### src/rtl/core/aots_pkg.sv
// Shared types and constants for the subtitle override-tag stripper.
// Used by every module under rtl/core; depends on nothing else.
`default_nettype none

package aots_pkg;

    // Open-block replay buffer
    localparam int TAG_BUF_DEPTH = 32;
    localparam int TAG_AW        = $clog2(TAG_BUF_DEPTH);
    localparam int TAG_CW        = $clog2(TAG_BUF_DEPTH + 1);

    // Front-to-back command queue
    localparam int Q_DEPTH = 4;
    localparam int Q_AW    = $clog2(Q_DEPTH);
    localparam int Q_CW    = $clog2(Q_DEPTH + 1);

    // Character codes
    localparam logic [7:0] CH_LBRACE = 8'h7B;
    localparam logic [7:0] CH_RBRACE = 8'h7D;
    localparam logic [7:0] CH_BSLASH = 8'h5C;
    localparam logic [7:0] CH_P      = 8'h70;
    localparam logic [7:0] CH_UPPER_N = 8'h4E;
    localparam logic [7:0] CH_LOWER_N = 8'h6E;
    localparam logic [7:0] CH_H      = 8'h68;
    localparam logic [7:0] CH_ZERO   = 8'h30;
    localparam logic [7:0] CH_NINE   = 8'h39;
    localparam logic [7:0] CH_NL     = 8'h0A;
    localparam logic [7:0] CH_SPACE  = 8'h20;

    // One command from the front: up to two plain bytes, or an end of text
    typedef struct packed {
        logic              is_end;
        logic              rep;
        logic [1:0]        nbytes;
        logic [7:0]        b0;
        logic [7:0]        b1;
        logic [TAG_CW-1:0] rep_len;
        logic              trunc;
    } aots_cmd_t;

    // Write port into the replay buffer
    typedef struct packed {
        logic              en;
        logic [TAG_AW-1:0] addr;
        logic [7:0]        data;
    } aots_wr_t;

    // Status from the back end
    typedef struct packed {
        logic replaying;
        logic done;
    } aots_back_status_t;

endpackage

`default_nettype wire

### src/rtl/core/aots_front.sv
// Front end: accepts text words, tracks block/escape/drawing state,
// fills the replay buffer and issues commands. Depends on aots_pkg.
`default_nettype none

module aots_front
    import aots_pkg::*;
(
    input  wire logic       clk,
    input  wire logic       rst_n,
    input  wire logic [7:0] in_byte,
    input  wire logic       end_mark,
    input  wire logic       in_valid,
    output logic            in_stall,
    input  wire logic       q_full,
    input  wire logic       done,
    output logic            push,
    output aots_cmd_t       cmd,
    output aots_wr_t        wr,
    output logic            busy
);

    logic              inside_reg, inside_next;
    logic              draw_reg, draw_next;
    logic              bs_reg, bs_next;
    logic              scan_reg, scan_next;
    logic [TAG_CW-1:0] count_reg, count_next;
    logic              ovf_reg, ovf_next;
    logic              busy_reg, busy_next;
    logic              accept;

    // Hold off while the queue is full or an end of text is in flight
    assign in_stall = q_full || busy_reg;
    assign accept   = in_valid && !in_stall;
    assign busy     = busy_reg;

    // Classify the word and work out the next state
    always_comb
    begin
        logic handled;
        logic is_digit;
        handled     = 1'b0;
        is_digit    = in_byte inside {[CH_ZERO:CH_NINE]};
        inside_next = inside_reg;
        draw_next   = draw_reg;
        bs_next     = bs_reg;
        scan_next   = scan_reg;
        count_next  = count_reg;
        ovf_next    = ovf_reg;
        busy_next   = busy_reg;
        push        = 1'b0;
        cmd         = '0;
        wr          = '0;
        wr.data     = in_byte;
        wr.addr     = count_reg[TAG_AW-1:0];

        if (done)
        begin
            busy_next = 1'b0;
        end

        if (accept)
        begin
            if (end_mark)
            begin
                // End of text: replay an open block, or flush a pending backslash
                push       = 1'b1;
                cmd.is_end = 1'b1;
                if (inside_reg)
                begin
                    cmd.rep     = 1'b1;
                    cmd.rep_len = count_reg;
                    cmd.trunc   = ovf_reg;
                end
                else if (bs_reg && !draw_reg)
                begin
                    cmd.nbytes = 2'd1;
                    cmd.b0     = CH_BSLASH;
                end
                inside_next = 1'b0;
                draw_next   = 1'b0;
                bs_next     = 1'b0;
                scan_next   = 1'b0;
                count_next  = '0;
                ovf_next    = 1'b0;
                busy_next   = 1'b1;
            end
            else if (inside_reg)
            begin
                // Buffer the raw word for a possible replay
                if (count_reg < TAG_CW'(TAG_BUF_DEPTH))
                begin
                    wr.en      = 1'b1;
                    count_next = count_reg + TAG_CW'(1);
                end
                else
                begin
                    ovf_next = 1'b1;
                end

                if (scan_reg)
                begin
                    if (is_digit)
                    begin
                        if (in_byte != CH_ZERO)
                        begin
                            draw_next = 1'b1;
                        end
                        handled = 1'b1;
                    end
                    else
                    begin
                        scan_next = 1'b0;
                    end
                end
                if (!handled && bs_reg)
                begin
                    bs_next = 1'b0;
                    if (in_byte == CH_P)
                    begin
                        draw_next = 1'b0;
                        scan_next = 1'b1;
                        handled   = 1'b1;
                    end
                end
                if (!handled)
                begin
                    if (in_byte == CH_RBRACE)
                    begin
                        inside_next = 1'b0;
                        count_next  = '0;
                        ovf_next    = 1'b0;
                    end
                    else if (in_byte == CH_BSLASH)
                    begin
                        bs_next = 1'b1;
                    end
                end
            end
            else
            begin
                // Plain text: resolve a pending escape first
                if (bs_reg)
                begin
                    bs_next = 1'b0;
                    if (in_byte == CH_UPPER_N || in_byte == CH_LOWER_N)
                    begin
                        cmd.nbytes = 2'd1;
                        cmd.b0     = CH_NL;
                        handled    = 1'b1;
                    end
                    else if (in_byte == CH_H)
                    begin
                        cmd.nbytes = 2'd1;
                        cmd.b0     = CH_SPACE;
                        handled    = 1'b1;
                    end
                    else if (!draw_reg)
                    begin
                        cmd.nbytes = 2'd1;
                        cmd.b0     = CH_BSLASH;
                    end
                end
                if (!handled)
                begin
                    if (in_byte == CH_LBRACE)
                    begin
                        inside_next = 1'b1;
                        scan_next   = 1'b0;
                        ovf_next    = 1'b0;
                        wr.en       = 1'b1;
                        wr.addr     = '0;
                        count_next  = TAG_CW'(1);
                    end
                    else if (in_byte == CH_BSLASH)
                    begin
                        bs_next = 1'b1;
                    end
                    else if (!draw_reg)
                    begin
                        if (cmd.nbytes == 2'd0)
                        begin
                            cmd.b0 = in_byte;
                        end
                        else
                        begin
                            cmd.b1 = in_byte;
                        end
                        cmd.nbytes = cmd.nbytes + 2'd1;
                    end
                end
                push = (cmd.nbytes != 2'd0);
            end
        end
    end

    // State registers
    always_ff @(posedge clk or negedge rst_n)
    begin
        if (!rst_n)
        begin
            inside_reg <= 1'b0;
            draw_reg   <= 1'b0;
            bs_reg     <= 1'b0;
            scan_reg   <= 1'b0;
            count_reg  <= '0;
            ovf_reg    <= 1'b0;
            busy_reg   <= 1'b0;
        end
        else
        begin
            inside_reg <= inside_next;
            draw_reg   <= draw_next;
            bs_reg     <= bs_next;
            scan_reg   <= scan_next;
            count_reg  <= count_next;
            ovf_reg    <= ovf_next;
            busy_reg   <= busy_next;
        end
    end

endmodule

`default_nettype wire

### src/rtl/core/aots_queue.sv
// Short command queue between front and back ends.
// Depends on aots_pkg for the command type and depth.
`default_nettype none

module aots_queue
    import aots_pkg::*;
(
    input  wire logic      clk,
    input  wire logic      rst_n,
    input  wire logic      push,
    input  wire aots_cmd_t push_cmd,
    input  wire logic      pop,
    output aots_cmd_t      head,
    output logic           empty,
    output logic           full
);

    aots_cmd_t       slots [Q_DEPTH];
    logic [Q_AW-1:0] wr_ptr_reg, wr_ptr_next;
    logic [Q_AW-1:0] rd_ptr_reg, rd_ptr_next;
    logic [Q_CW-1:0] cnt_reg, cnt_next;
    logic            do_push;
    logic            do_pop;

    assign empty   = (cnt_reg == Q_CW'(0));
    assign full    = (cnt_reg == Q_CW'(Q_DEPTH));
    assign head    = slots[rd_ptr_reg];
    assign do_push = push && !full;
    assign do_pop  = pop && !empty;

    // Advance pointers and fill count
    always_comb
    begin
        wr_ptr_next = wr_ptr_reg;
        rd_ptr_next = rd_ptr_reg;
        cnt_next    = cnt_reg;
        if (do_push)
        begin
            wr_ptr_next = (wr_ptr_reg == Q_AW'(Q_DEPTH - 1)) ? '0 : wr_ptr_reg + Q_AW'(1);
        end
        if (do_pop)
        begin
            rd_ptr_next = (rd_ptr_reg == Q_AW'(Q_DEPTH - 1)) ? '0 : rd_ptr_reg + Q_AW'(1);
        end
        if (do_push && !do_pop)
        begin
            cnt_next = cnt_reg + Q_CW'(1);
        end
        else if (do_pop && !do_push)
        begin
            cnt_next = cnt_reg - Q_CW'(1);
        end
    end

    // Store the pushed command
    always_ff @(posedge clk)
    begin
        if (do_push)
        begin
            slots[wr_ptr_reg] <= push_cmd;
        end
    end

    always_ff @(posedge clk or negedge rst_n)
    begin
        if (!rst_n)
        begin
            wr_ptr_reg <= '0;
            rd_ptr_reg <= '0;
            cnt_reg    <= '0;
        end
        else
        begin
            wr_ptr_reg <= wr_ptr_next;
            rd_ptr_reg <= rd_ptr_next;
            cnt_reg    <= cnt_next;
        end
    end

endmodule

`default_nettype wire

### src/rtl/core/aots_back.sv
// Back end: runs queued commands, replays open blocks from the tag buffer
// and drives the registered output words. Depends on aots_pkg.
`default_nettype none

module aots_back
    import aots_pkg::*;
(
    input  wire logic       clk,
    input  wire logic       rst_n,
    input  wire aots_wr_t   wr,
    input  wire aots_cmd_t  head,
    input  wire logic       q_empty,
    output logic            pop,
    output aots_back_status_t status,
    output logic [7:0]      out_byte,
    output logic            has_byte,
    output logic            last_of_run,
    output logic            end_of_text,
    output logic            truncated,
    output logic            out_valid,
    input  wire logic       out_stall
);

    localparam logic [1:0] PH_FIRST  = 2'd0;
    localparam logic [1:0] PH_SECOND = 2'd1;
    localparam logic [1:0] PH_RPL    = 2'd2;
    localparam logic [1:0] PH_TERM   = 2'd3;

    logic [7:0]        tag_mem [TAG_BUF_DEPTH];
    logic [7:0]        rd_data_reg;
    logic [1:0]        phase_reg, phase_next;
    logic [TAG_AW-1:0] idx_reg, idx_next;
    logic              out_valid_reg;
    logic [7:0]        out_byte_reg;
    logic              has_reg, last_reg, eot_reg, trunc_reg;
    logic              out_load;
    logic              emit;
    logic [7:0]        e_byte;
    logic              e_has, e_last, e_eot, e_trunc;

    assign out_load = !out_valid_reg || !out_stall;

    // Step through the head command, at most one output word per cycle, none while a stalled word is held
    always_comb
    begin
        phase_next = phase_reg;
        idx_next   = idx_reg;
        pop        = 1'b0;
        emit       = 1'b0;
        e_byte     = '0;
        e_has      = 1'b0;
        e_last     = 1'b0;
        e_eot      = 1'b0;
        e_trunc    = 1'b0;
        status     = '0;
        status.replaying = (phase_reg == PH_RPL);

        case (phase_reg)
            PH_FIRST:
            begin
                if (!q_empty)
                begin
                    if (head.nbytes != 2'd0)
                    begin
                        if (out_load)
                        begin
                            emit   = 1'b1;
                            e_byte = head.b0;
                            e_has  = 1'b1;
                            e_last = !head.is_end && (head.nbytes == 2'd1);
                            if (head.nbytes == 2'd2)
                            begin
                                phase_next = PH_SECOND;
                            end
                            else if (head.is_end)
                            begin
                                phase_next = PH_TERM;
                            end
                            else
                            begin
                                pop = 1'b1;
                            end
                        end
                    end
                    else if (head.rep && head.rep_len != TAG_CW'(0))
                    begin
                        // Start the replay; first buffer word arrives next cycle
                        phase_next = PH_RPL;
                        idx_next   = '0;
                    end
                    else if (out_load)
                    begin
                        emit        = 1'b1;
                        e_last      = 1'b1;
                        e_eot       = 1'b1;
                        e_trunc     = head.trunc;
                        pop         = 1'b1;
                        status.done = 1'b1;
                    end
                end
            end
            PH_SECOND:
            begin
                if (out_load)
                begin
                    emit       = 1'b1;
                    e_byte     = head.b1;
                    e_has      = 1'b1;
                    e_last     = 1'b1;
                    pop        = 1'b1;
                    phase_next = PH_FIRST;
                end
            end
            PH_RPL:
            begin
                if (out_load)
                begin
                    emit   = 1'b1;
                    e_byte = rd_data_reg;
                    e_has  = 1'b1;
                    if (TAG_CW'(idx_reg) + TAG_CW'(1) == head.rep_len)
                    begin
                        phase_next = PH_TERM;
                    end
                    else
                    begin
                        idx_next = idx_reg + TAG_AW'(1);
                    end
                end
            end
            PH_TERM:
            begin
                if (out_load)
                begin
                    emit        = 1'b1;
                    e_last      = 1'b1;
                    e_eot       = 1'b1;
                    e_trunc     = head.trunc;
                    pop         = 1'b1;
                    status.done = 1'b1;
                    phase_next  = PH_FIRST;
                end
            end
            default:
            begin
                phase_next = PH_FIRST;
            end
        endcase
    end

    // Tag buffer: write from the front, registered read at the next index
    always_ff @(posedge clk)
    begin
        if (wr.en)
        begin
            tag_mem[wr.addr] <= wr.data;
        end
        rd_data_reg <= tag_mem[idx_next];
    end

    // Output word payload
    always_ff @(posedge clk)
    begin
        if (emit)
        begin
            out_byte_reg <= e_byte;
            has_reg      <= e_has;
            last_reg     <= e_last;
            eot_reg      <= e_eot;
            trunc_reg    <= e_trunc;
        end
    end

    // Control registers
    always_ff @(posedge clk or negedge rst_n)
    begin
        if (!rst_n)
        begin
            phase_reg     <= PH_FIRST;
            idx_reg       <= '0;
            out_valid_reg <= 1'b0;
        end
        else
        begin
            phase_reg <= phase_next;
            idx_reg   <= idx_next;
            if (emit)
            begin
                out_valid_reg <= 1'b1;
            end
            else if (!out_stall)
            begin
                out_valid_reg <= 1'b0;
            end
        end
    end

    assign out_valid   = out_valid_reg;
    assign out_byte    = out_byte_reg;
    assign has_byte    = has_reg;
    assign last_of_run = last_reg;
    assign end_of_text = eot_reg;
    assign truncated   = trunc_reg;

endmodule

`default_nettype wire

### src/rtl/core/ass_override_tag_stripper_unit.sv
// Top level of the subtitle override-tag stripper: front end, command
// queue and back end. Depends on aots_pkg, aots_front, aots_queue, aots_back.
//
// Text words enter one per cycle on in_valid/in_stall; an item with
// end_mark closes the string. Words that yield zero or one output word
// flow at one per cycle while out_stall is low; a word that yields two
// output words (a released escape backslash plus the byte) holds the back
// end for both, and the four-entry command queue between the ends absorbs
// such bursts. The end item blocks the input until its terminator is
// loaded into the output register: that is the queue drain, a flushed
// backslash or, for a replayed open block, the start of the tag-buffer
// read and the replayed bytes (up to 32), and the terminator. Output words
// are registered, so out_stall never reaches the input directly. The
// front-end state returns to reset after every end item.
`default_nettype none

module ass_override_tag_stripper_unit
    import aots_pkg::*;
(
    input  wire logic       clk,
    input  wire logic       rst_n,
    input  wire logic [7:0] in_byte,
    input  wire logic       end_mark,
    input  wire logic       in_valid,
    output logic            in_stall,
    output logic [7:0]      out_byte,
    output logic            has_byte,
    output logic            last_of_run,
    output logic            end_of_text,
    output logic            truncated,
    output logic            out_valid,
    input  wire logic       out_stall
);

    aots_cmd_t         push_cmd;
    aots_cmd_t         head;
    aots_wr_t          wr;
    aots_back_status_t status;
    logic              push;
    logic              pop;
    logic              q_empty;
    logic              q_full;
    logic              busy;

    aots_front u_front (
        .clk      (clk),
        .rst_n    (rst_n),
        .in_byte  (in_byte),
        .end_mark (end_mark),
        .in_valid (in_valid),
        .in_stall (in_stall),
        .q_full   (q_full),
        .done     (status.done),
        .push     (push),
        .cmd      (push_cmd),
        .wr       (wr),
        .busy     (busy)
    );

    aots_queue u_queue (
        .clk      (clk),
        .rst_n    (rst_n),
        .push     (push),
        .push_cmd (push_cmd),
        .pop      (pop),
        .head     (head),
        .empty    (q_empty),
        .full     (q_full)
    );

    aots_back u_back (
        .clk         (clk),
        .rst_n       (rst_n),
        .wr          (wr),
        .head        (head),
        .q_empty     (q_empty),
        .pop         (pop),
        .status      (status),
        .out_byte    (out_byte),
        .has_byte    (has_byte),
        .last_of_run (last_of_run),
        .end_of_text (end_of_text),
        .truncated   (truncated),
        .out_valid   (out_valid),
        .out_stall   (out_stall)
    );

    // Hold a stalled output word unchanged
    a_out_hold: assert property (@(posedge clk) disable iff (!rst_n)
        out_valid && out_stall |=> out_valid &&
            $stable({out_byte, has_byte, last_of_run, end_of_text, truncated}))
        else $error("output word changed while stalled");

    // Stall the input while an end item is in flight
    a_busy_stall: assert property (@(posedge clk) disable iff (!rst_n)
        busy |-> in_stall)
        else $error("input open while an end item is in flight");

    // Replay only runs for an accepted end item
    a_replay_busy: assert property (@(posedge clk) disable iff (!rst_n)
        status.replaying |-> busy)
        else $error("replay without an end item in flight");

    // Never push into a full queue
    a_no_overflow: assert property (@(posedge clk) disable iff (!rst_n)
        push |-> !q_full)
        else $error("command pushed into a full queue");

endmodule

`default_nettype wire

### config.mk
export PLATFORM = sky130hd
export DESIGN_NAME = ass_override_tag_stripper_unit
export DESIGN_NICKNAME = d
export VERILOG_FILES = /design/src/rtl/core/aots_pkg.sv /design/src/rtl/core/aots_front.sv /design/src/rtl/core/aots_queue.sv /design/src/rtl/core/aots_back.sv /design/src/rtl/core/ass_override_tag_stripper_unit.sv
export SDC_FILE = /design/constraint.sdc
export NUM_CORES = 1
export LEC_CHECK = 0
export BUFFER_PORTS_ARGS = -buffer_cell sky130_fd_sc_hd__buf_2
export CELL_PAD_IN_SITES_DETAIL_PLACEMENT = 1
export CELL_PAD_IN_SITES_GLOBAL_PLACEMENT = 2
export CORE_ASPECT_RATIO = 0.6
export CORE_MARGIN = 2
export CORE_UTILIZATION = 30
export CTS_CLUSTER_DIAMETER = 60
export DETAILED_ROUTE_END_ITERATION = 8
export PLACE_DENSITY = 0.65
export RECOVER_POWER = 50
export SLEW_MARGIN = 25
export SYNTH_ARGS = -nofsm -noshare
export SYNTH_HDL_FRONTEND = slang
export SYNTH_SLANG_ARGS = --single-unit
### constraint.sdc
create_clock -name clk -period 5.6 [get_ports clk]
set_input_delay 0.28 -clock clk [delete_from_list [all_inputs] [get_ports clk]]
set_output_delay 0.28 -clock clk [all_outputs]
set_load 0.01 [all_outputs]
==> out/qor.txt, run 1 <==
total routing usage reported by global routing: 0.161
maximum number of pins on one net before global-route repair: 69
cell class contributing the biggest share of worst-path delay: compound AO/OA/AOI/OAI gates
quantity of I/O buffers inserted on ports: 26
Filler Cell Count: 5949
critical path peak fanout: 68
initial antenna violation count: 1
row count: 68
post-placement cell area: 18500 sq um
EDFF count, synth: 376
global-route wire length before repair: 70.9 mm
cells taking the most area after synthesis: edfxtp_1 65%, mux2i_1 7.5%, dfrtp_1 3.9%, mux4_2 3.5%, nand2_1 1.7%
number of buffers on the longest clock path: 3
net count after synthesis: 1126
register with the most flip-flops: u_back.tag_mem
start-to-end type of the worst setup path: register to register
basic-gate share of the synthesized area counting and, or, nand and nor cells: 0.0821
met1 Track Usage GR: 0.267
Die W: 314 um
Critical Path RT: 6060 ps
clock tree root driver cell: clkbuf_16
RSZ-0062 raised after global routing: no
fraction of final layout cells sized beyond drive strength 1: 0.148
number of cells on the critical path: 11
register bit count reported by yosys: 411
TritonCTS buffer count: 41
f_max: 197 MHz
power density cells: 541 nW/um^2
GR Layer Usage met2: 0.208
vertical extent of the die: 190 um
via count of the first global-routing pass: 10100
mean instance size in the synthesized netlist: 15.8 sq um
Mapped Area: 17300 sq um
standby leakage power: 6.86 nW
period utilisation layout: 0.905
xor/xnor cell area share of the yosys netlist: 0.00722
critical register-to-register path endpoint: u_back.rd_data_reg[4]
most frequently used flop master after synthesis: edfxtp_1
remaining number of nets flagged by the antenna check after routing: 0
TritonCTS clock tree: done
Remaining Overflow, GRT: 0
Synth Warn #: 0
cells traversed along the worst timing path: mux4_2 -> nor2_1 -> nand3_1 -> o22a_2 -> a222oi_1 -> buf_4 -> buf_12 -> mux2i_1 -> a222oi_1 -> a21oi_1 -> a221oi_2
endpoint of the worst hold path: u_back.out_valid
antenna diode count: 0
Post-route DRC: 0
slew at the pin with the worst max-slew slack: 2240 ps
routability cong.: 0.850
DPL Wire Length: 31.9 mm
master of the slowest instance on the critical path: a222oi_1
Synth Area in Compound Gates: 0.0644
clock-pin transition on the worst setup and hold timing paths: 70 ps
Tmin final: 5070 ps
hold violation count in the final report: 0
Setup-failing EPs final: 0
endpoint class of the critical path: register
max reg flops: 256
proportion of synthesized flip-flops having asynchronous set or reset: 0.0657
critical path launch point type: register
max-slew headroom at the worst pin: -0.490
Starting Density: 0.302
routing usage on met3: 0.0371
number of gates given a new drive strength after cts: 0
worst voltage drop across the vdd grid: 0.000376 V
post-synthesis sequential area ratio: 0.699
Fin Setup TNS: 0 ps
routed wire length: 48.0 mm
average wire per standard cell: 24.6 um
count of maximum capacitance violations: 8
cell taking the most area after synthesis: edfxtp_1
clock sink count: 411
combinational family with the most area after synthesis: multiplexers
Cells on Worst Hold Path: 3
area grow syn2layout: 15.3%
detailed-route vias per instance: 5.09
worst clock skew: 34.6 ps
post-synthesis share of cell area spent on full adders, half adders and majority gates: 0.0105
status: finished, violations left
Critical Path Most Common Cell: a222oi_1
number of slew-limit violations in the final report: 298
Synth top area share: 0.651
final net count: 1176
minimum setup slack among reg-to-reg paths: 530 ps
Worst-Skew Late Latency: 560 ps
violated checks: capacitance limit, slew limit
startpoint of the most critical hold path: out_stall
data arrival time of the worst path: 5530 ps
final instance area: 20000 sq um
total number of vias: 9927
proportion of synthesized area in mux cells: 0.114
count of distinct cell types in the synthesized netlist: 67
Core Box Area: 57300 sq um
highest-utilization routing layer at the global route stage: met1
Cells after Synth: 1099
buffers plus inverters on the worst setup path: 2
Layout Cells excl Fill: 1951
cell total after placement: 1874
H-tree depth: 2
type of the worst min-delay path: input pin to register
number of I/O pins: 27
number of cells traversed by the worst register-to-register path: 11
Max stage delay on crit path: 1000 ps
TritonRoute pass-1 iters: 8
starting DRC count in detailed routing: 1030
final hold slack: 162 ps
leading registers by flop count: u_back.tag_mem (256), u_queue.slots (108)
die area: 59800 sq um
Reg-to-Reg Start: u_queue.rd_ptr_reg[0]
## worst register-to-register path: stages, from the launching register on
cell	delay, ps
dfrtp_1	900
mux4_2	700
nor2_1	290
nand3_1	140
o22a_2	290
a222oi_1	360
buf_4	220
buf_12	350
mux2i_1	290
a222oi_1	1000
a21oi_1	240
a221oi_2	230
## routing by layer
| layer | wire, um | vias to the layer above |
|---|---|---|
| li1 | - | 4407 |
| met5 | 0 | - |
| met2 | 18600 | 276 |
| met3 | 3500 | 45 |
| met4 | 561 | 0 |
| met1 | 25300 | 5199 |
## power breakdown
part           switching, mW  internal (mW)
sequential             0.197           3.62
combinational           2.39           1.48
clock                   1.25           1.90
total                   3.83           7.00
## cell type report
cell class              count  area [sq um]  area share
clock buffers              46          1080      0.0538
repair buffers             68           417      0.0208
well taps                 770           963      0.0482
multi-input cells         608          4900       0.245
clock inverters            29           449      0.0225
flip-flops and latches    411         12100       0.606
inverters                  19          71.3     0.00357
## through the flow
stage                      util  power [mW]  setup slack, ps
after floorplan               -        6.45             1940
after global placement    0.323        7.72              918
after detailed placement  0.323        7.76              914
after CTS                 0.350        10.9              893
after global routing      0.349        11.3              401
final                     0.349        10.8              533
## worst max path at each step
stage | start | endpoint | slack, ps
after CTS | u_queue.rd_ptr_reg[1] | u_back.rd_data_reg[4] | 890
final | u_queue.rd_ptr_reg[0] | u_back.rd_data_reg[4] | 530
after detailed placement | u_queue.rd_ptr_reg[1] | u_back.rd_data_reg[4] | 910
after global placement | u_queue.rd_ptr_reg[1] | u_back.rd_data_reg[4] | 920
after floorplan | u_queue.rd_ptr_reg[0] | u_queue.cnt_reg[1] | 1940
after global routing | u_queue.rd_ptr_reg[0] | u_back.rd_data_reg[4] | 400
## kinds of logic (layout without fill, tap and decap cells)
group                      Yosys count  in the layout
muxes                              163            163
AOI/OAI and AO/OA                  143            143
buffers and inverters               80            162
xor gates and xnor gates            11             11
and+or+nand+nor                    277            277
DFF                                411            411
adders and majority gates           14             14
## synth_stat cells, types with 12 or more instances
cell type	number
dfrtp_1	27
inv_1	18
nor3_1	25
a21oi_1	30
mux4_2	27
ha_1	13
o21ai_0	21
a222oi_1	25
nor2_1	63
nand3_1	12
nand2_1	77
edfxtp_1	376
nor3b_1	18
clkbuf_1	37
mux2i_1	130
and2_1	27
## what timing repair did
item                                   4_1_cts  5_1_grt
hold buffers                                 1        0
endpoints found under the hold margin       27        0
buffers inserted                             0        0
## cell usage in the layout, fill, tap and decap left out, types with 21 or more instances in the layout
cell       instances
a222oi_1          25
nor2_1            59
edfxtp_1         376
dfrtp_1           27
o21ai_0           21
a21oi_1           30
clkbuf_16         42
nand2_1           77
clkbuf_1          36
mux2i_1          130
buf_4             27
mux4_2            27
(Power assumes the default switching activity.)
==> inputs of run 2 (changes only) <==
- PLACE_DENSITY: 0.65 -> 0.66
- SYNTH_HIERARCHICAL: not set -> 1
==> run 2 against run 1 <==
  * Sequential cell count stayed put
  * The run still ends with capacitance limit, slew limit left
  * Power is 1.0% lower
  * Hold slack better by 14 ps
  * Clock-buffer cell count is 21 higher
==> out/qor.txt, run 2 <==
highest-count cells in the layout ignoring fill and taps: 376 x edfxtp_1, 247 x nand2_1, 78 x a21oi_1, 65 x nor2_1, 64 x nand3_1 (was 376 x edfxtp_1, 130 x mux2i_1, 77 x nand2_1, 59 x nor2_1, 42 x clkbuf_16)
via count of the first global-routing pass: 10900 (was 10100)
pre-CTS setup slack: 999 ps (was 914 ps)
global-route wire length before repair: 75.6 mm (was 70.9 mm)
net count after synthesis: 1306 (was 1126)
total routing usage reported by global routing: 0.171 (was 0.161)
slew at the pin with the worst max-slew slack: 2460 ps (was 2240 ps)
worst clock skew: 30.2 ps (was 34.6 ps)
post-synthesis sequential area ratio: 0.694 (was 0.699)
antenna diode count: 0 (unchanged)
most frequently used flop master after synthesis: edfxtp_1 (unchanged)
hold violation count in the final report: 0 (unchanged)
proportion of synthesized area in mux cells: 0.0404 (was 0.114)
average wire per standard cell: 24.6 um (about the same)
clock-pin transition on the worst setup and hold timing paths: 60 ps (was 70 ps)
period utilisation layout: 0.858 (was 0.905)
Post-CTS Setup Repair Bufs: 0 (unchanged)
register with the most flip-flops: u_back/tag_mem (was u_back.tag_mem)
Cells after Synth: 1279 (was 1099)
xor/xnor cell area share of the yosys netlist: 0.00401 (was 0.00722)
number of buffers on the longest clock path: 3 (unchanged)
Int Power: 6.58 mW (was 7.00 mW)
standby leakage power: 6.46 nW (was 6.86 nW)
initial antenna violation count: 4 (was 1)
Synth Area in Compound Gates: 0.0951 (was 0.0644)
post-synthesis share of cell area spent on full adders, half adders and majority gates: 0.0104 (was 0.0105)
Synth Warn #: 6 (was 0)
Die W: 316 um (was 314 um)
EDFF count, synth: 376 (unchanged)
total number of vias: 11000 (was 9927)
clock power share: 0.269 (was 0.291)
endpoint class of the critical path: register (unchanged)
post-layout worst setup margin: 798 ps (was 533 ps)
Remaining Overflow, GRT: 0 (unchanged)
remaining number of nets flagged by the antenna check after routing: 0 (unchanged)
TritonCTS buffer count: 41 (unchanged)
Layout Cells excl Fill: 2090 (was 1951)
worst voltage drop across the vdd grid: 0.000414 V (was 0.000376 V)
cells traversed along the worst timing path: clkbuf_1 -> mux4_2 -> nor2_1 -> nand2_1 -> o22a_2 -> a22oi_2 -> buf_4 -> nand3_1 -> a22o_1 -> a311oi_1 -> o2111ai_1 (was mux4_2 -> nor2_1 -> nand3_1 -> o22a_2 -> a222oi_1 -> buf_4 -> buf_12 -> mux2i_1 -> a222oi_1 -> a21oi_1 -> a221oi_2)
Critical Path RT: 6010 ps (was 6060 ps)
quantity of I/O buffers inserted on ports: 26 (unchanged)
most used standard cell by instance count after synthesis: edfxtp_1 (unchanged)
maximum number of pins on one net before global-route repair: 65 (was 69)
register bit count reported by yosys: 411 (unchanged)
vertical extent of the die: 191 um (was 190 um)
relative contribution of sequential cells to total power: 0.352 (about the same)
Net Sw Frac: 0.386 (was 0.354)
Post-route DRC: 0 (unchanged)
type of the worst min-delay path: input pin to register (unchanged)
f_max: 208 MHz (was 197 MHz)
leading registers by flop count: u_back/tag_mem (256), u_queue/slots (108) (was u_back.tag_mem (256), u_queue.slots (108))
buffers plus inverters on the worst setup path: 2 (unchanged)
data arrival time of the worst path: 5210 ps (was 5530 ps)
most common cell after layout, fill and taps aside: edfxtp_1 (unchanged)
combinational family with the most area after synthesis: simple AND/OR/NAND/NOR gates (was multiplexers)
Fin Setup TNS: 0 ps (unchanged)
Tmin final: 4800 ps (was 5070 ps)
violated checks: capacitance limit, slew limit (unchanged)
cells taking the most area after synthesis: edfxtp_1 65%, nand2_1 5.3%, dfrtp_1 3.9%, mux4_2 3.5%, a21oi_1 2.2% (was edfxtp_1 65%, mux2i_1 7.5%, dfrtp_1 3.9%, mux4_2 3.5%, nand2_1 1.7%)
routability cong.: 0.766 (was 0.850)
Comb power frac: 0.379 (was 0.357)
clock sink count: 411 (unchanged)
count of distinct cell types in the synthesized netlist: 84 (was 67)
fraction of final layout cells sized beyond drive strength 1: 0.109 (was 0.148)
DPL Wire Length: 33.5 mm (was 31.9 mm)
Mapped Area: 17500 sq um (was 17300 sq um)
Starting Density: 0.304 (was 0.302)
power density cells: 545 nW/um^2 (was 541 nW/um^2)
top cells by count, synth: 376 x edfxtp_1, 247 x nand2_1, 78 x a21oi_1, 65 x nor2_1, 64 x nand3_1 (was 376 x edfxtp_1, 130 x mux2i_1, 77 x nand2_1, 63 x nor2_1, 37 x clkbuf_1)
cell total after placement: 2013 (was 1874)
count of maximum capacitance violations: 6 (was 8)
number of I/O pins: 27 (unchanged)
TritonRoute pass-1 iters: 5 (was 8)
critical path launch point type: register (unchanged)
starting DRC count in detailed routing: 1104 (was 1030)
row count: 68 (unchanged)
status: finished, violations left (unchanged)
clock tree root driver cell: clkbuf_16 (unchanged)
max-slew headroom at the worst pin: -0.640 (was -0.490)
TritonCTS clock tree: done (unchanged)
master of the slowest instance on the critical path: mux4_2 (was a222oi_1)
mean instance size in the synthesized netlist: 13.7 sq um (was 15.8 sq um)
RSZ-0062 raised after global routing: no (unchanged)
number of slew-limit violations in the final report: 225 (was 298)
cell class contributing the biggest share of worst-path delay: buffers and inverters (was compound AO/OA/AOI/OAI gates)
Synth top area share: 0.646 (was 0.651)
basic-gate share of the synthesized area counting and, or, nand and nor cells: 0.126 (was 0.0821)
critical path peak fanout: 64 (was 68)
max reg flops: 256 (unchanged)
Core Box Area: 57500 sq um (was 57300 sq um)
Max stage delay on crit path: 720 ps (was 1000 ps)
Worst-Skew Late Latency: 560 ps (about the same)
proportion of synthesized flip-flops having asynchronous set or reset: 0.0657 (unchanged)
final net count: 1314 (was 1176)
Setup-failing EPs final: 0 (unchanged)
power spent charging and discharging nets: 4.14 mW (was 3.83 mW)
die area: 60300 sq um (was 59800 sq um)
detailed-route vias per instance: 5.26 (was 5.09)
area grow syn2layout: 12.4% (was 15.3%)
routed wire length: 51.3 mm (was 48.0 mm)
start-to-end type of the worst setup path: register to register (unchanged)
cell taking the most area after synthesis: edfxtp_1 (unchanged)
H-tree depth: 2 (unchanged)
run 2: cell count changes in the layout (fill, tap and decap cells not counted), sizes merged, moves of 13 or more:
cell	previous run	this run
a21oi	30	79
a22o	3	17
a31oi	4	24
nand2	78	247
clkinv	14	1
a222oi	25	8
mux2i	130	3
clkbuf	79	93
buf	34	21
nand3	13	64
nor4	14	1
run 2: per-layer routing:
layer	part of all wire	GRT usage	routed length, um
met5	0	0	0
met4	0.014	0.0283	696
met3	0.076	0.0382	3890
met2	0.38	0.221	19600
met1	0.53	0.285	27200
run 2: cell type report:
type / count / area (sq um)
repair buffers: 48 / 293
multi-input cells: 770 / 4810
inverters: 15 / 58.8
flip-flops and latches: 411 / 12100
fillers: 6123 / 37900
clock inverters: 9 / 151
well taps: 770 / 963
clock buffers: 67 / 1250
run 2: cells by family after synthesis:
| logic type | after synthesis |
|---|---|
| AND/OR/NAND/NOR | 479 |
| flip-flops | 411 |
| AO/OA/AOI/OAI | 234 |
| buffers and inverters | 98 |
| multiplexers | 35 |
| adder cells (fa/ha/maj) | 14 |
| XOR/XNOR | 8 |
run 2: final timing paths:
kind | cells past startpoint | endpoint | startpoint | slack [ps]
min in group asynchronous | 2 | u_back/idx_reg[4] | rst_n | 810
hold / removal | 2 | u_front/bs_reg | end_mark | 180
setup / recovery | 11 | u_back/rd_data_reg[2] | u_queue/rd_ptr_reg[0] | 800
max in group asynchronous | 2 | u_front/scan_reg | rst_n | 3670
hold reg to reg | 1 | u_front/scan_reg | u_front/scan_reg | 530
setup reg to reg | 11 | u_back/rd_data_reg[2] | u_queue/rd_ptr_reg[0] | 800
run 2: what timing repair did:
action / 4_1_cts / 5_1_grt
hold buffers: 1 / 0
hold endpoints to repair: 27 / 0
gates resized for setup: 0 / 0
run 2: stage by stage:
step	util	total power, mW	hold slack (ps)	cell area, sq um
after floorplan	-	6.54	-15.6	17500
after global placement	0.318	7.85	418	18300
after detailed placement	0.318	7.90	413	18300
after CTS	0.343	10.8	149	19700
after global routing	0.342	11.3	177	19700
final	0.342	10.7	176	19700
run 2: power by group through the flow:
stage	logic, mW	registers (mW)	clock network (mW)
after floorplan	2.77	3.77	0
after global placement	4.02	3.83	0
after detailed placement	4.06	3.84	0
after CTS	4.07	3.77	2.95
after global routing	4.42	3.79	3.07
final	4.06	3.77	2.89
==> inputs of run 3 (changes only) <==
- CORE_UTILIZATION: 30 -> 49
- PLACE_DENSITY: 0.66 -> 0.94
==> run 3 against run 2 <==
  * The flow still finishes with violations (capacitance limit, slew limit)
  * Largest power group unchanged
  * Non-clock buffer count shrank 5
  * Sequential share of layout area is 2.1 points higher
  * Cell area down 3.3%
  * First-iteration DRC count grew 31%
  * Register-to-register slack worse by 150 ps
  * Setup slack got worse by 150 ps
==> out/qor.txt, run 3 (synthesized netlist as in run 2, its figures left out) <==
Fin Setup TNS: 0 ps (unchanged)
area grow syn2layout: 8.75% (was 12.4%)
final instance area: 19000 sq um (was 19700 sq um)
data arrival time of the worst path: 5400 ps (was 5210 ps)
row count: 53 (was 68)
max-slew headroom at the worst pin: -0.638 (was -0.640)
minimum setup slack among reg-to-reg paths: 650 ps (was 800 ps)
hold violation count in the final report: 0 (unchanged)
launch point of the critical path: u_queue/rd_ptr_reg[1] (was u_queue/rd_ptr_reg[0])
average wire per standard cell: 28.4 um (was 24.6 um)
die area: 37300 sq um (was 60300 sq um)
power density cells: 543 nW/um^2 (was 545 nW/um^2)
total number of vias: 11400 (was 11000)
final net count: 1307 (was 1314)
critical register-to-register path endpoint: u_back/rd_data_reg[3] (was u_back/rd_data_reg[2])
maximum number of pins on one net before global-route repair: 65 (unchanged)
total power: 10.3 mW (was 10.7 mW)
Max stage delay on crit path: 760 ps (was 720 ps)
clock-pin transition on the worst setup and hold timing paths: 70 ps (was 60 ps)
number of slew-limit violations in the final report: 357 (was 225)
area of all sequential standard cells: 12100 sq um (about the same)
type of the worst min-delay path: input pin to register (unchanged)
cell class contributing the biggest share of worst-path delay: compound AO/OA/AOI/OAI gates (was buffers and inverters)
count of maximum capacitance violations: 9 (was 6)
Remaining Overflow, GRT: 0 (unchanged)
TritonCTS buffer count: 39 (was 41)
number of cells traversed by the worst register-to-register path: 12 (was 11)
starting DRC count in detailed routing: 1445 (was 1104)
Die W: 248 um (was 316 um)
worst clock skew: 17.2 ps (was 30.2 ps)
Post-route DRC: 0 (unchanged)
routed wire length: 50.5 mm (was 51.3 mm)
Reg-to-Reg Start: u_queue/rd_ptr_reg[1] (was u_queue/rd_ptr_reg[0])
highest-count cells in the layout ignoring fill and taps: 376 x edfxtp_1, 247 x nand2_1, 78 x a21oi_1, 65 x nor2_1, 64 x nand3_1 (unchanged)
DPL Wire Length: 32.3 mm (was 33.5 mm)
endpoint class of the critical path: register (unchanged)
total routing usage reported by global routing: 0.277 (was 0.171)
leading registers by flop count: u_back/tag_mem (256), u_queue/slots (108) (unchanged)
clock tree root driver cell: clkbuf_16 (unchanged)
Core Box Area: 35100 sq um (was 57500 sq um)
endpoint of the most critical setup path: u_back/rd_data_reg[3] (was u_back/rd_data_reg[2])
via count of the first global-routing pass: 11400 (was 10900)
max reg flops: 256 (unchanged)
violated checks: capacitance limit, slew limit (unchanged)
slew at the pin with the worst max-slew slack: 2460 ps (about the same)
Tmin final: 4950 ps (was 4800 ps)
Worst-Skew Late Latency: 550 ps (was 560 ps)
final core area utilization: 0.542 (was 0.342)
cell total after placement: 1705 (was 2013)
start-to-end type of the worst setup path: register to register (unchanged)
Setup-failing EPs final: 0 (unchanged)
Critical Path RT: 6050 ps (was 6010 ps)
cells traversed along the worst timing path: clkbuf_1 -> mux4_2 -> nor2_1 -> nand2_1 -> o22a_2 -> o2bb2ai_1 -> a311oi_2 -> nand3b_1 -> a31oi_1 -> a22o_1 -> a311oi_1 -> o2111ai_1 (was clkbuf_1 -> mux4_2 -> nor2_1 -> nand2_1 -> o22a_2 -> a22oi_2 -> buf_4 -> nand3_1 -> a22o_1 -> a311oi_1 -> o2111ai_1)
multi-input combinational cell area: 4810 sq um (unchanged)
buffers plus inverters on the worst setup path: 1 (was 2)
detailed-route vias per instance: 6.42 (was 5.26)
Starting Density: 0.498 (was 0.304)
RSZ-0062 raised after global routing: no (unchanged)
number of buffers on the longest clock path: 3 (unchanged)
post-placement cell area: 17900 sq um (was 18300 sq um)
TritonRoute pass-1 iters: 5 (unchanged)
standby leakage power: 6.33 nW (was 6.46 nW)
Filler Cell Count: 3413 (was 6123)
status: finished, violations left (unchanged)
critical path launch point type: register (unchanged)
period utilisation layout: 0.883 (was 0.858)
worst voltage drop across the vdd grid: 0.000358 V (was 0.000414 V)
vertical extent of the die: 150 um (was 191 um)
number of I/O pins: 27 (unchanged)
TritonCTS clock tree: done (unchanged)
global-route wire length before repair: 74.8 mm (was 75.6 mm)
number of cells on the critical path: 12 (was 11)
register with the most flip-flops: u_back/tag_mem (unchanged)
f_max: 202 MHz (was 208 MHz)
most common cell after layout, fill and taps aside: edfxtp_1 (unchanged)
fraction of final layout cells sized beyond drive strength 1: 0.102 (was 0.109)
quantity of I/O buffers inserted on ports: 26 (unchanged)
clock sink count: 411 (unchanged)
remaining number of nets flagged by the antenna check after routing: 0 (unchanged)
initial antenna violation count: 4 (unchanged)
H-tree depth: 2 (unchanged)
Layout Cells excl Fill: 1777 (was 2090)
critical path peak fanout: 14 (was 64)
routability cong.: 0.871 (was 0.766)
master of the slowest instance on the critical path: clkbuf_1 (was mux4_2)
-- run 3: cell count changes in the layout (fill, tap and decap cells not counted), sizes merged --
cell,delta
buf,-4
bufinv,-3
clkbuf,-16
clkinv,+15
clkinvlp,+2
diode,+1
inv,-5
-- run 3: final cells by class --
| class | instances | share of cell area |
|---|---|---|
| tap | 467 | 0.0307 |
| clock inverter | 18 | 0.00513 |
| sequential | 411 | 0.638 |
| clock buffer | 52 | 0.0572 |
| timing repair buffer | 43 | 0.0131 |
| inverter | 15 | 0.00303 |
| multi-input combinational | 770 | 0.253 |
| antenna | 1 | 0.000132 |
-- run 3: power breakdown --
group	internal, mW	leakage (nW)	switching (mW)
registers	3.61	3.83	0.208
clock network	1.37	0.581	1.15
logic	1.27	1.92	2.72
-- run 3: metal layers --
metal	wire length [um]	GRT usage
met5	18	0
met3	6070	0.0898
met2	22000	0.399
met4	989	0.0698
met1	21400	0.406
-- run 3: worst min-delay path by stage --
stage,depth (start not counted),slack [ps],to,start
finish,2,170,u_front/bs_reg,end_mark
CTS,1,90,u_back/tag_mem[0][4],in_byte[4]
global route,2,170,u_front/bs_reg,end_mark
global placement,1,400,u_back/out_valid,rst_n
floorplan,0,-20,u_back/idx_reg[0],rst_n
detailed placement,1,410,u_back/out_valid,rst_n
-- run 3: through the flow --
stage	setup WS, ps	hold slack, ps
2_1_floorplan	1850	-15.6
3_3_place_gp	1060	398
3_5_place_dp	961	406
4_1_cts	915	93.1
5_1_grt	454	167
6_report	653	174
-- run 3: repair_timing --
action,4_1_cts,5_1_grt
endpoints found under the hold margin,27,0
resized for setup,0,0
setup buffers,0,0
hold buffers,1,0
